## config.mk

```make
export PLATFORM = sky130hd
export DESIGN_NAME = grid_digit_pattern_counter
export DESIGN_NICKNAME = d
export VERILOG_FILES = /design/src/rtl/gdpc_pkg.sv /design/src/rtl/gdpc_ram.sv /design/src/rtl/gdpc_ctrl.sv /design/src/rtl/gdpc_dp.sv /design/src/rtl/grid_digit_pattern_counter.sv
export SDC_FILE = /design/constraint.sdc
export NUM_CORES = 1
export LEC_CHECK = 0
export BUFFER_PORTS_ARGS = -buffer_cell sky130_fd_sc_hd__buf_2
export CAP_MARGIN = 20
export CORE_MARGIN = 2
export CORE_UTILIZATION = 35
export DETAILED_ROUTE_END_ITERATION = 10
export GPL_TIMING_DRIVEN = 0
export HOLD_SLACK_MARGIN = 0.08
export PLACE_DENSITY = 0.5
export SYNTH_ARGS = -nofsm -noshare
export SYNTH_HDL_FRONTEND = slang
export SYNTH_HIERARCHICAL = 1
export SYNTH_SLANG_ARGS = --single-unit
export TNS_END_PERCENT = 5
```

## constraint.sdc

```tcl
create_clock -name clk -period 7.4 [get_ports clk]
set_clock_uncertainty 0.15 [all_clocks]
set_input_delay 1.85 -clock clk [delete_from_list [all_inputs] [get_ports clk]]
set_output_delay 1.85 -clock clk [all_outputs]
set_load 0.01 [all_outputs]
```

## src/rtl/gdpc_pkg.sv

```systemverilog
`timescale 1ns / 1ps
// ----------------------------------------------------------------------------
// gdpc_pkg
// Shared types and constants for the grid digit pattern counter.
// ----------------------------------------------------------------------------
package gdpc_pkg;

    localparam int CELL_W    = 4;
    localparam int DIGITS_W  = 40;
    localparam int LEN_IN_W  = 4;
    localparam int COUNT_W   = 8;
    localparam int DIR_W     = 2;

    localparam logic OP_LOAD   = 1'b0;
    localparam logic OP_SEARCH = 1'b1;

    localparam logic [CELL_W-1:0]  DIGIT_MAX = 4'd9;
    localparam logic [COUNT_W-1:0] COUNT_MAX = 8'd255;

    localparam logic [DIR_W-1:0] DIR_RIGHT = 2'd0;
    localparam logic [DIR_W-1:0] DIR_DOWN  = 2'd1;
    localparam logic [DIR_W-1:0] DIR_LEFT  = 2'd2;
    localparam logic [DIR_W-1:0] DIR_UP    = 2'd3;

    typedef struct packed {
        logic load;
        logic start;
        logic run_begin;
        logic rd_en;
        logic step;
        logic next_run;
        logic count_inc;
        logic result_load;
    } gdpc_cmd_t;

    typedef struct packed {
        logic skip;
        logic run_fits;
        logic digit_match;
        logic last_digit;
        logic last_run;
        logic out_free;
    } gdpc_sts_t;

endpackage

```

## src/rtl/gdpc_ram.sv

```systemverilog
`timescale 1ns / 1ps
// ----------------------------------------------------------------------------
// gdpc_ram
// Generic simple dual-port RAM, one write port, one registered read port.
// ----------------------------------------------------------------------------
module gdpc_ram #(
    parameter int WIDTH = 4,
    parameter int DEPTH = 36
) (
    input  logic                     clk,
    input  logic                     wr_en,
    input  logic [$clog2(DEPTH)-1:0] wr_addr,
    input  logic [WIDTH-1:0]         wr_data,
    input  logic                     rd_en,
    input  logic [$clog2(DEPTH)-1:0] rd_addr,
    output logic [WIDTH-1:0]         rd_data
);

    logic [WIDTH-1:0] mem [DEPTH];
    logic [WIDTH-1:0] rd_data_reg;

    always_ff @(posedge clk)
    begin
        if (wr_en)
        begin
            mem[wr_addr] <= wr_data;
        end
        if (rd_en)
        begin
            rd_data_reg <= mem[rd_addr];
        end
    end

    assign rd_data = rd_data_reg;

endmodule

```

## src/rtl/gdpc_ctrl.sv

```systemverilog
`timescale 1ns / 1ps
// ----------------------------------------------------------------------------
// gdpc_ctrl
// Search sequencer: walks start cells and directions, one digit per read.
// ----------------------------------------------------------------------------
module gdpc_ctrl (
    input  logic               clk,
    input  logic               rst_n,
    input  logic               in_valid,
    input  logic               in_op,
    output logic               in_ready,
    input  gdpc_pkg::gdpc_sts_t sts,
    output gdpc_pkg::gdpc_cmd_t cmd
);

    import gdpc_pkg::*;

    typedef enum logic [2:0] {
        ST_IDLE,
        ST_RUN,
        ST_READ,
        ST_CMP,
        ST_DONE
    } state_t;

    state_t state_reg;
    state_t state_next;
    logic   ready_reg;
    logic   ready_next;
    logic   accept;

    assign accept = in_valid && ready_reg;

    always_comb
    begin
        state_next = state_reg;
        cmd        = '0;
        case (state_reg)
            ST_IDLE:
            begin
                if (accept && (in_op == OP_LOAD))
                begin
                    cmd.load = 1'b1;
                end
                else if (accept)
                begin
                    cmd.start  = 1'b1;
                    state_next = ST_RUN;
                end
            end
            ST_RUN:
            begin
                if (sts.skip)
                begin
                    state_next = ST_DONE;
                end
                else if (sts.run_fits)
                begin
                    cmd.run_begin = 1'b1;
                    state_next    = ST_READ;
                end
                else
                begin
                    cmd.next_run = 1'b1;
                    state_next   = sts.last_run ? ST_DONE : ST_RUN;
                end
            end
            ST_READ:
            begin
                cmd.rd_en  = 1'b1;
                state_next = ST_CMP;
            end
            ST_CMP:
            begin
                if (sts.digit_match && !sts.last_digit)
                begin
                    cmd.step   = 1'b1;
                    state_next = ST_READ;
                end
                else
                begin
                    cmd.count_inc = sts.digit_match;
                    cmd.next_run  = 1'b1;
                    state_next    = sts.last_run ? ST_DONE : ST_RUN;
                end
            end
            ST_DONE:
            begin
                if (sts.out_free)
                begin
                    cmd.result_load = 1'b1;
                    state_next      = ST_IDLE;
                end
            end
            default:
            begin
                state_next = ST_IDLE;
            end
        endcase
    end

    assign ready_next = (state_next == ST_IDLE);

    always_ff @(posedge clk or negedge rst_n)
    begin
        if (!rst_n)
        begin
            state_reg <= ST_IDLE;
            ready_reg <= 1'b1;
        end
        else
        begin
            state_reg <= state_next;
            ready_reg <= ready_next;
        end
    end

    assign in_ready = ready_reg;

endmodule

```

## src/rtl/gdpc_dp.sv

```systemverilog
`timescale 1ns / 1ps
// ----------------------------------------------------------------------------
// gdpc_dp
// Datapath: grid store, load position, run counters, digit compare, result.
// ----------------------------------------------------------------------------
module gdpc_dp #(
    parameter int GRID_SIDE  = 6,
    parameter int MAX_DIGITS = 10
) (
    input  logic                                clk,
    input  logic                                rst_n,
    input  gdpc_pkg::gdpc_cmd_t                 cmd,
    output gdpc_pkg::gdpc_sts_t                 sts,
    input  logic [gdpc_pkg::CELL_W-1:0]         cell_value,
    input  logic [gdpc_pkg::DIGITS_W-1:0]       pattern_digits,
    input  logic [gdpc_pkg::LEN_IN_W-1:0]       pattern_length,
    output logic [gdpc_pkg::COUNT_W-1:0]        match_count,
    output logic                                grid_invalid,
    output logic                                out_valid,
    input  logic                                out_ready
);

    import gdpc_pkg::*;

    localparam int CELL_COUNT = GRID_SIDE * GRID_SIDE;
    localparam int ADDR_W     = $clog2(CELL_COUNT);
    localparam int RC_W       = $clog2(GRID_SIDE);
    localparam int LEN_W      = $clog2(MAX_DIGITS + 1);
    localparam int K_W        = (MAX_DIGITS > 1) ? $clog2(MAX_DIGITS) : 1;
    localparam int PAT_W      = MAX_DIGITS * CELL_W;
    localparam int FIT_W      = ((RC_W > LEN_W) ? RC_W : LEN_W) + 2;

    localparam logic [LEN_IN_W:0]  LEN_CAP    = (LEN_IN_W + 1)'(MAX_DIGITS);
    localparam logic [ADDR_W-1:0]  LAST_ADDR  = ADDR_W'(CELL_COUNT - 1);
    localparam logic [ADDR_W-1:0]  SIDE_ADDR  = ADDR_W'(GRID_SIDE);
    localparam logic [RC_W-1:0]    LAST_COL   = RC_W'(GRID_SIDE - 1);
    localparam logic [FIT_W-1:0]   SIDE_FIT   = FIT_W'(GRID_SIDE);

    logic [ADDR_W-1:0]  load_pos_reg,   load_pos_next;
    logic               invalid_reg,    invalid_next;
    logic               out_valid_reg,  out_valid_next;
    logic [COUNT_W-1:0] result_reg,     result_next;
    logic               res_inv_reg,    res_inv_next;
    logic [PAT_W-1:0]   pat_reg,        pat_next;
    logic [LEN_W-1:0]   len_reg,        len_next;
    logic [ADDR_W-1:0]  start_addr_reg, start_addr_next;
    logic [RC_W-1:0]    start_row_reg,  start_row_next;
    logic [RC_W-1:0]    start_col_reg,  start_col_next;
    logic [DIR_W-1:0]   dir_reg,        dir_next;
    logic [ADDR_W-1:0]  cur_addr_reg,   cur_addr_next;
    logic [K_W-1:0]     k_reg,          k_next;
    logic [COUNT_W-1:0] count_reg,      count_next;

    logic [PAT_W+DIGITS_W-1:0] pat_wide;
    logic [LEN_IN_W:0]         len_wide;
    logic [LEN_IN_W:0]         len_sat;
    logic [CELL_W-1:0]         rd_data;
    logic [CELL_W-1:0]         pat_digit;
    logic [FIT_W-1:0]          row_fit;
    logic [FIT_W-1:0]          col_fit;
    logic [FIT_W-1:0]          len_fit;
    logic                      fits;
    logic                      cell_bad;

    gdpc_ram #(
        .WIDTH (CELL_W),
        .DEPTH (CELL_COUNT)
    ) u_grid (
        .clk     (clk),
        .wr_en   (cmd.load),
        .wr_addr (load_pos_reg),
        .wr_data (cell_value),
        .rd_en   (cmd.rd_en),
        .rd_addr (cur_addr_reg),
        .rd_data (rd_data)
    );

    assign pat_wide  = {{PAT_W{1'b0}}, pattern_digits};
    assign len_wide  = {1'b0, pattern_length};
    assign len_sat   = (len_wide > LEN_CAP) ? LEN_CAP : len_wide;
    assign cell_bad  = (cell_value > DIGIT_MAX);
    assign pat_digit = pat_reg[k_reg*CELL_W +: CELL_W];

    assign row_fit = FIT_W'(start_row_reg);
    assign col_fit = FIT_W'(start_col_reg);
    assign len_fit = FIT_W'(len_reg);

    always_comb
    begin
        case (dir_reg)
            DIR_RIGHT: fits = (col_fit + len_fit) <= SIDE_FIT;
            DIR_DOWN:  fits = (row_fit + len_fit) <= SIDE_FIT;
            DIR_LEFT:  fits = (col_fit + FIT_W'(1)) >= len_fit;
            DIR_UP:    fits = (row_fit + FIT_W'(1)) >= len_fit;
            default:   fits = 1'b0;
        endcase
    end

    assign sts.skip        = invalid_reg || (len_reg == '0);
    assign sts.run_fits    = fits;
    assign sts.digit_match = (rd_data == pat_digit);
    assign sts.last_digit  = ((LEN_W + 1)'(k_reg) + (LEN_W + 1)'(1)) == {1'b0, len_reg};
    assign sts.last_run    = (dir_reg == DIR_UP) && (start_addr_reg == LAST_ADDR);
    assign sts.out_free    = !out_valid_reg || out_ready;

    always_comb
    begin
        load_pos_next  = load_pos_reg;
        invalid_next   = invalid_reg;
        out_valid_next = out_valid_reg;
        result_next    = result_reg;
        res_inv_next   = res_inv_reg;
        pat_next       = pat_reg;
        len_next       = len_reg;
        start_addr_next = start_addr_reg;
        start_row_next = start_row_reg;
        start_col_next = start_col_reg;
        dir_next       = dir_reg;
        cur_addr_next  = cur_addr_reg;
        k_next         = k_reg;
        count_next     = count_reg;

        if (cmd.load)
        begin
            load_pos_next = (load_pos_reg == LAST_ADDR) ? '0 : load_pos_reg + ADDR_W'(1);
            invalid_next  = (load_pos_reg == '0) ? cell_bad : (invalid_reg || cell_bad);
        end

        if (cmd.start)
        begin
            pat_next        = pat_wide[PAT_W-1:0];
            len_next        = LEN_W'(len_sat);
            start_addr_next = '0;
            start_row_next  = '0;
            start_col_next  = '0;
            dir_next        = DIR_RIGHT;
            count_next      = '0;
        end

        if (cmd.run_begin)
        begin
            cur_addr_next = start_addr_reg;
            k_next        = '0;
        end

        if (cmd.step)
        begin
            k_next = k_reg + K_W'(1);
            case (dir_reg)
                DIR_RIGHT: cur_addr_next = cur_addr_reg + ADDR_W'(1);
                DIR_DOWN:  cur_addr_next = cur_addr_reg + SIDE_ADDR;
                DIR_LEFT:  cur_addr_next = cur_addr_reg - ADDR_W'(1);
                DIR_UP:    cur_addr_next = cur_addr_reg - SIDE_ADDR;
                default:   cur_addr_next = cur_addr_reg;
            endcase
        end

        if (cmd.count_inc && (count_reg != COUNT_MAX))
        begin
            count_next = count_reg + COUNT_W'(1);
        end

        if (cmd.next_run)
        begin
            if (dir_reg == DIR_UP)
            begin
                dir_next        = DIR_RIGHT;
                start_addr_next = start_addr_reg + ADDR_W'(1);
                if (start_col_reg == LAST_COL)
                begin
                    start_col_next = '0;
                    start_row_next = start_row_reg + RC_W'(1);
                end
                else
                begin
                    start_col_next = start_col_reg + RC_W'(1);
                end
            end
            else
            begin
                dir_next = dir_reg + DIR_W'(1);
            end
        end

        if (out_valid_reg && out_ready)
        begin
            out_valid_next = 1'b0;
        end

        if (cmd.result_load)
        begin
            out_valid_next = 1'b1;
            result_next    = invalid_reg ? '0 : count_reg;
            res_inv_next   = invalid_reg;
        end
    end

    always_ff @(posedge clk or negedge rst_n)
    begin
        if (!rst_n)
        begin
            load_pos_reg  <= '0;
            invalid_reg   <= 1'b0;
            out_valid_reg <= 1'b0;
        end
        else
        begin
            load_pos_reg  <= load_pos_next;
            invalid_reg   <= invalid_next;
            out_valid_reg <= out_valid_next;
        end
    end

    always_ff @(posedge clk)
    begin
        result_reg     <= result_next;
        res_inv_reg    <= res_inv_next;
        pat_reg        <= pat_next;
        len_reg        <= len_next;
        start_addr_reg <= start_addr_next;
        start_row_reg  <= start_row_next;
        start_col_reg  <= start_col_next;
        dir_reg        <= dir_next;
        cur_addr_reg   <= cur_addr_next;
        k_reg          <= k_next;
        count_reg      <= count_next;
    end

    assign match_count  = result_reg;
    assign grid_invalid = res_inv_reg;
    assign out_valid    = out_valid_reg;

endmodule

```

## src/rtl/grid_digit_pattern_counter.sv

```systemverilog
`timescale 1ns / 1ps
// Timing: a load writes one grid cell and leaves the block ready; a search walks one run
//   per start cell and direction (4*GRID_SIDE^2 runs), reading its digits one by one on the single
//   RAM read port and comparing each. An invalid grid or an empty pattern skips all runs.
// Throughput: one search in flight; the next transaction is taken once its result is
//   registered, later while the output is held.
// Reset: clears load position, invalid flag and output valid; grid contents are not cleared.
// ----------------------------------------------------------------------------
// grid_digit_pattern_counter
// Counts start cells and directions at which a decimal pattern reads straight in a grid.
// ----------------------------------------------------------------------------
module grid_digit_pattern_counter #(
    parameter int GRID_SIDE  = 6,
    parameter int MAX_DIGITS = 10
) (
    input  logic        clk,
    input  logic        rst_n,
    input  logic        s_axis_tvalid,
    output logic        s_axis_tready,
    input  logic [47:0] s_axis_tdata,   // cell_value[3:0], pattern_digits[43:4],
                                        // pattern_length[47:44]
    input  logic        s_axis_tuser,   // op[0]
    output logic        m_axis_tvalid,
    input  logic        m_axis_tready,
    output logic [7:0]  m_axis_tdata,   // match_count[7:0]
    output logic        m_axis_tuser    // grid_invalid[0]
);

    import gdpc_pkg::*;

    gdpc_cmd_t cmd;
    gdpc_sts_t sts;

    gdpc_ctrl u_ctrl (
        .clk      (clk),
        .rst_n    (rst_n),
        .in_valid (s_axis_tvalid),
        .in_op    (s_axis_tuser),
        .in_ready (s_axis_tready),
        .sts      (sts),
        .cmd      (cmd)
    );

    gdpc_dp #(
        .GRID_SIDE  (GRID_SIDE),
        .MAX_DIGITS (MAX_DIGITS)
    ) u_dp (
        .clk            (clk),
        .rst_n          (rst_n),
        .cmd            (cmd),
        .sts            (sts),
        .cell_value     (s_axis_tdata[3:0]),
        .pattern_digits (s_axis_tdata[43:4]),
        .pattern_length (s_axis_tdata[47:44]),
        .match_count    (m_axis_tdata),
        .grid_invalid   (m_axis_tuser),
        .out_valid      (m_axis_tvalid),
        .out_ready      (m_axis_tready)
    );

`ifndef SYNTHESIS
    a_invalid_zero: assert property (@(posedge clk) disable iff (!rst_n)
        m_axis_tvalid && m_axis_tuser |-> m_axis_tdata == '0)
        else $error("invalid grid result carries a nonzero count");

    a_search_busy: assert property (@(posedge clk) disable iff (!rst_n)
        s_axis_tvalid && s_axis_tready && (s_axis_tuser == OP_SEARCH) |=> !s_axis_tready)
        else $error("ready stayed high after a search transaction");

    a_result_after_search: assert property (@(posedge clk) disable iff (!rst_n)
        $rose(m_axis_tvalid) |-> $past(!s_axis_tready))
        else $error("result appeared without a search in progress");
`endif

endmodule

```

==> metrics.yaml <==
clkSinkCount: 245
path_clk_slew_ps: 50
cellLeakagePower_nw: 4.73
worst_pin_slew_ps: 886
dieArea_mm2: 0.0337
first_iter_violations: 408
numPlacedInstances: 1253
die_h_um: 183
hold_class: "flop to flop"
drc: 0
critPathKind: "flop to flop"
cts-resized-gates: 0
fp-row-count: 65
first_global_vias: 6751
min_to: "u_dp/start_addr_reg[0]$_DFF_P_"
numCtsBuffers: 28
postCtsHoldBufs: 0
required_ps: 7670
grt_first_pass_wirelength_mm: 38.6
r2r_cells: 13
hold_start: "u_dp/start_addr_reg[0]$_DFF_P_"
io_buffers: 63
hold_depth: 2
multi_input_area_mm2: 0.00379
power.total_mw: 3.69
antenna_left: 0
largest_register_ffs: 144
synth.avg_cell_area_um2: 14.4
place_hpwl_mm: 17.1
status: "finished, final reports clean"
viasPerCell: 5.08
drv_slew: 0
die_x_um: 183
vias: 6620
post_drt_wl_per_cell_um: 18.9
r2r_start: "u_dp/k_reg[1]$_SDFFCE_PN0P_"
ios: 64
synth_edf_count: 221
finalCriticalPeriod_ps: 4300
setup_viol: 0
arrival_ps: 4560
netlist-cell-type-count: 72
drv_cap: 0
htreeDepth: 1
ys_seq_elements: 245
end_kind: "flop"
stdcell_count: 1304
synthCells: 785
synth-async-reset-ratio_pct: 4.90
ys_seq_area_share_pct: 63.7
cp_max_fo: 10
period_share_pct: 58.0
cts-root-buf: "clkbuf_16"
final_nets: 969
gp_congestion: 0.790
place_ws_ps: 3060
fmax_ghz: 0.233
syn-num-nets: 873
drtPass1Iterations: 6
grt.total_usage_pct: 14.9
grt_setup_unrepaired: "no"
cts_buffer_depth: 3
setup_slack_ps: 3100
vdd.ir_drop.worst_mv: 0.191
clock_latency_ps: 540
layout-drive-gt1-share_pct: 18.3
antenna_found_initial: 0
r2r_slack_ps: 3100
coreArea_mm2: 0.0316
max_slew_margin_pct: 40.5
grt_overflow: 0
initial_core_util_pct: 35.6
synth_ff_type: "edfxtp_1"
hold_violations: 0
startpoint_type: "flop"
area_growth_pct: 15.6
wirelength_mm: 24.6
grt_max_degree: 38
fillers: 2936
insertedDiodeCount: 0
r2r_end: "u_dp/start_row_reg[2]$_DFF_P_"
ys_warn_count: 6
post_cts_buffers: 0
cp-startpoint: "u_dp/k_reg[1]$_SDFFCE_PN0P_"
cts_tree: "done"
netlist_area_mm2: 0.0113
final-seq-area_mm2: 0.00718
p_per_area_mw_per_mm2: 283
==> metrics by stage <==
stage / utilization [%] / instance area (um2) / setup TNS [ps] / hold slack (ps)
2_1_floorplan: - / 11300 / 0 / 325
3_3_place_gp: 38.2 / 12100 / -1240 / 349
3_5_place_dp: 38.4 / 12100 / 0 / 364
4_1_cts: 41.2 / 13000 / 0 / 370
5_1_grt: 41.2 / 13000 / 0 / 388
6_report: 41.2 / 13000 / 0 / 368
==> worst max-delay path: stages (launching register included) <==
cell and delay (ps):
edfxtp_1 380, clkbuf_1 520, mux4_2 450, mux2_4 310, a221oi_1 310, nand4_1 160, a211oi_2 460, nand2b_4 120
a21oi_2 230, nor2_1 120, and2_1 170, clkbuf_1 210, nand3_1 240, mux2_2 350
==> logic make-up (layout without fill, tap and decap cells) <==
| group | count (synthesis) | after routing | share of synthesized area [%] |
|---|---|---|---|
| adders and majority gates | 35 | 35 | 4.15 |
| DFF | 245 | 245 | 63.7 |
| and+or+nand+nor | 203 | 203 | 9.44 |
| muxes | 85 | 85 | 9.03 |
| AOI/OAI and AO/OA | 137 | 137 | 9.17 |
| xor gates and xnor gates | 22 | 22 | 1.71 |
| buffers and inverters | 58 | 175 | 2.82 |
==> synth_stat cells, drive strengths merged (5+ instances only) <==
cell type	count	share of area (%)
dfxtp	12	2.1
ha	31	3.4
inv	29	0.97
dfrtp	11	2.4
a22o	8	0.62
xor2	10	0.78
a21oi	24	1.1
mux4	12	2.5
nor2b	18	1.1
buf	20	1.6
edfxtp	221	59
xnor2	12	0.93
mux2i	69	6.1
a221oi	9	1.1
nand2b	10	0.62
nand3	17	0.75
and3	7	0.39
o22ai	5	0.28
nor2	64	2.1
nand2	33	1.1
o41ai	5	0.65
nor3	10	0.49
nand3b	13	0.87
o21ai	32	1.4
a21o	7	0.47
and2	8	0.44
a22oi	18	1.2
clkbuf	9	0.30
==> cell type report <==
class	count	share of cell area, %
sequential	245	55.1
multi-input combinational	482	29.1
clock buffer	40	6.04
tap	402	3.86
timing repair buffer	66	2.71
buffer	29	1.60
inverter	29	0.835
clock inverter	11	0.797
==> placed cells by master (no fill, tap or decap), types with 4 or more instances in the layout <==
master,netlist,routed
a21o_1,7,7
a21oi_1,23,23
a221oi_2,7,7
a22o_1,8,8
a22oi_1,18,18
and2_1,8,8
and3_1,7,7
buf_2,6,69
buf_4,6,6
buf_6,5,7
clkbuf_1,9,18
clkbuf_16,0,29
clkinv_1,0,5
dfrtp_1,11,11
dfxtp_1,12,12
edfxtp_1,221,221
fa_1,4,4
ha_1,31,31
inv_1,29,29
mux2i_1,69,69
mux4_2,10,10
nand2_1,33,33
nand2b_1,9,9
nand3_1,17,17
nand3b_1,13,13
nand4_1,4,4
nor2_1,64,64
nor2b_1,17,17
nor3_1,9,9
o21ai_0,31,31
o22ai_1,5,5
o41ai_2,4,4
xnor2_1,12,12
xor2_1,10,10
==> how the worst max path moves through the flow <==
| stage | depth (start not counted) | endpoint | slack (ps) |
|---|---|---|---|
| 2_1_floorplan | 4 | u_dp/start_col_reg[2]$_DFF_P_ | 1720 |
| 3_3_place_gp | 5 | u_dp/start_col_reg[2]$_DFF_P_ | -260 |
| 3_5_place_dp | 6 | u_dp/u_grid/mem[15][1]$_DFFE_PP_ | 3060 |
| 4_1_cts | 13 | u_dp/start_row_reg[2]$_DFF_P_ | 3020 |
| 5_1_grt | 13 | u_dp/start_row_reg[2]$_DFF_P_ | 2790 |
| 6_report | 13 | u_dp/start_row_reg[2]$_DFF_P_ | 3100 |
==> metal layers <==
metal  wire (um)  GRT usage [%]  vias up
li1            -              -     3211
met1       12000           21.5     3240
met3         970           2.48       41
met4         727           4.70        0
met2       10900           23.1      128
met5           0              0        -
==> power by group <==
group,internal (mW),switching [mW]
clock network,0.803,0.531
logic,0.251,0.370
registers,1.64,0.0926
total,2.70,0.994
No activity file was read; power rests on OpenSTA's default activity.
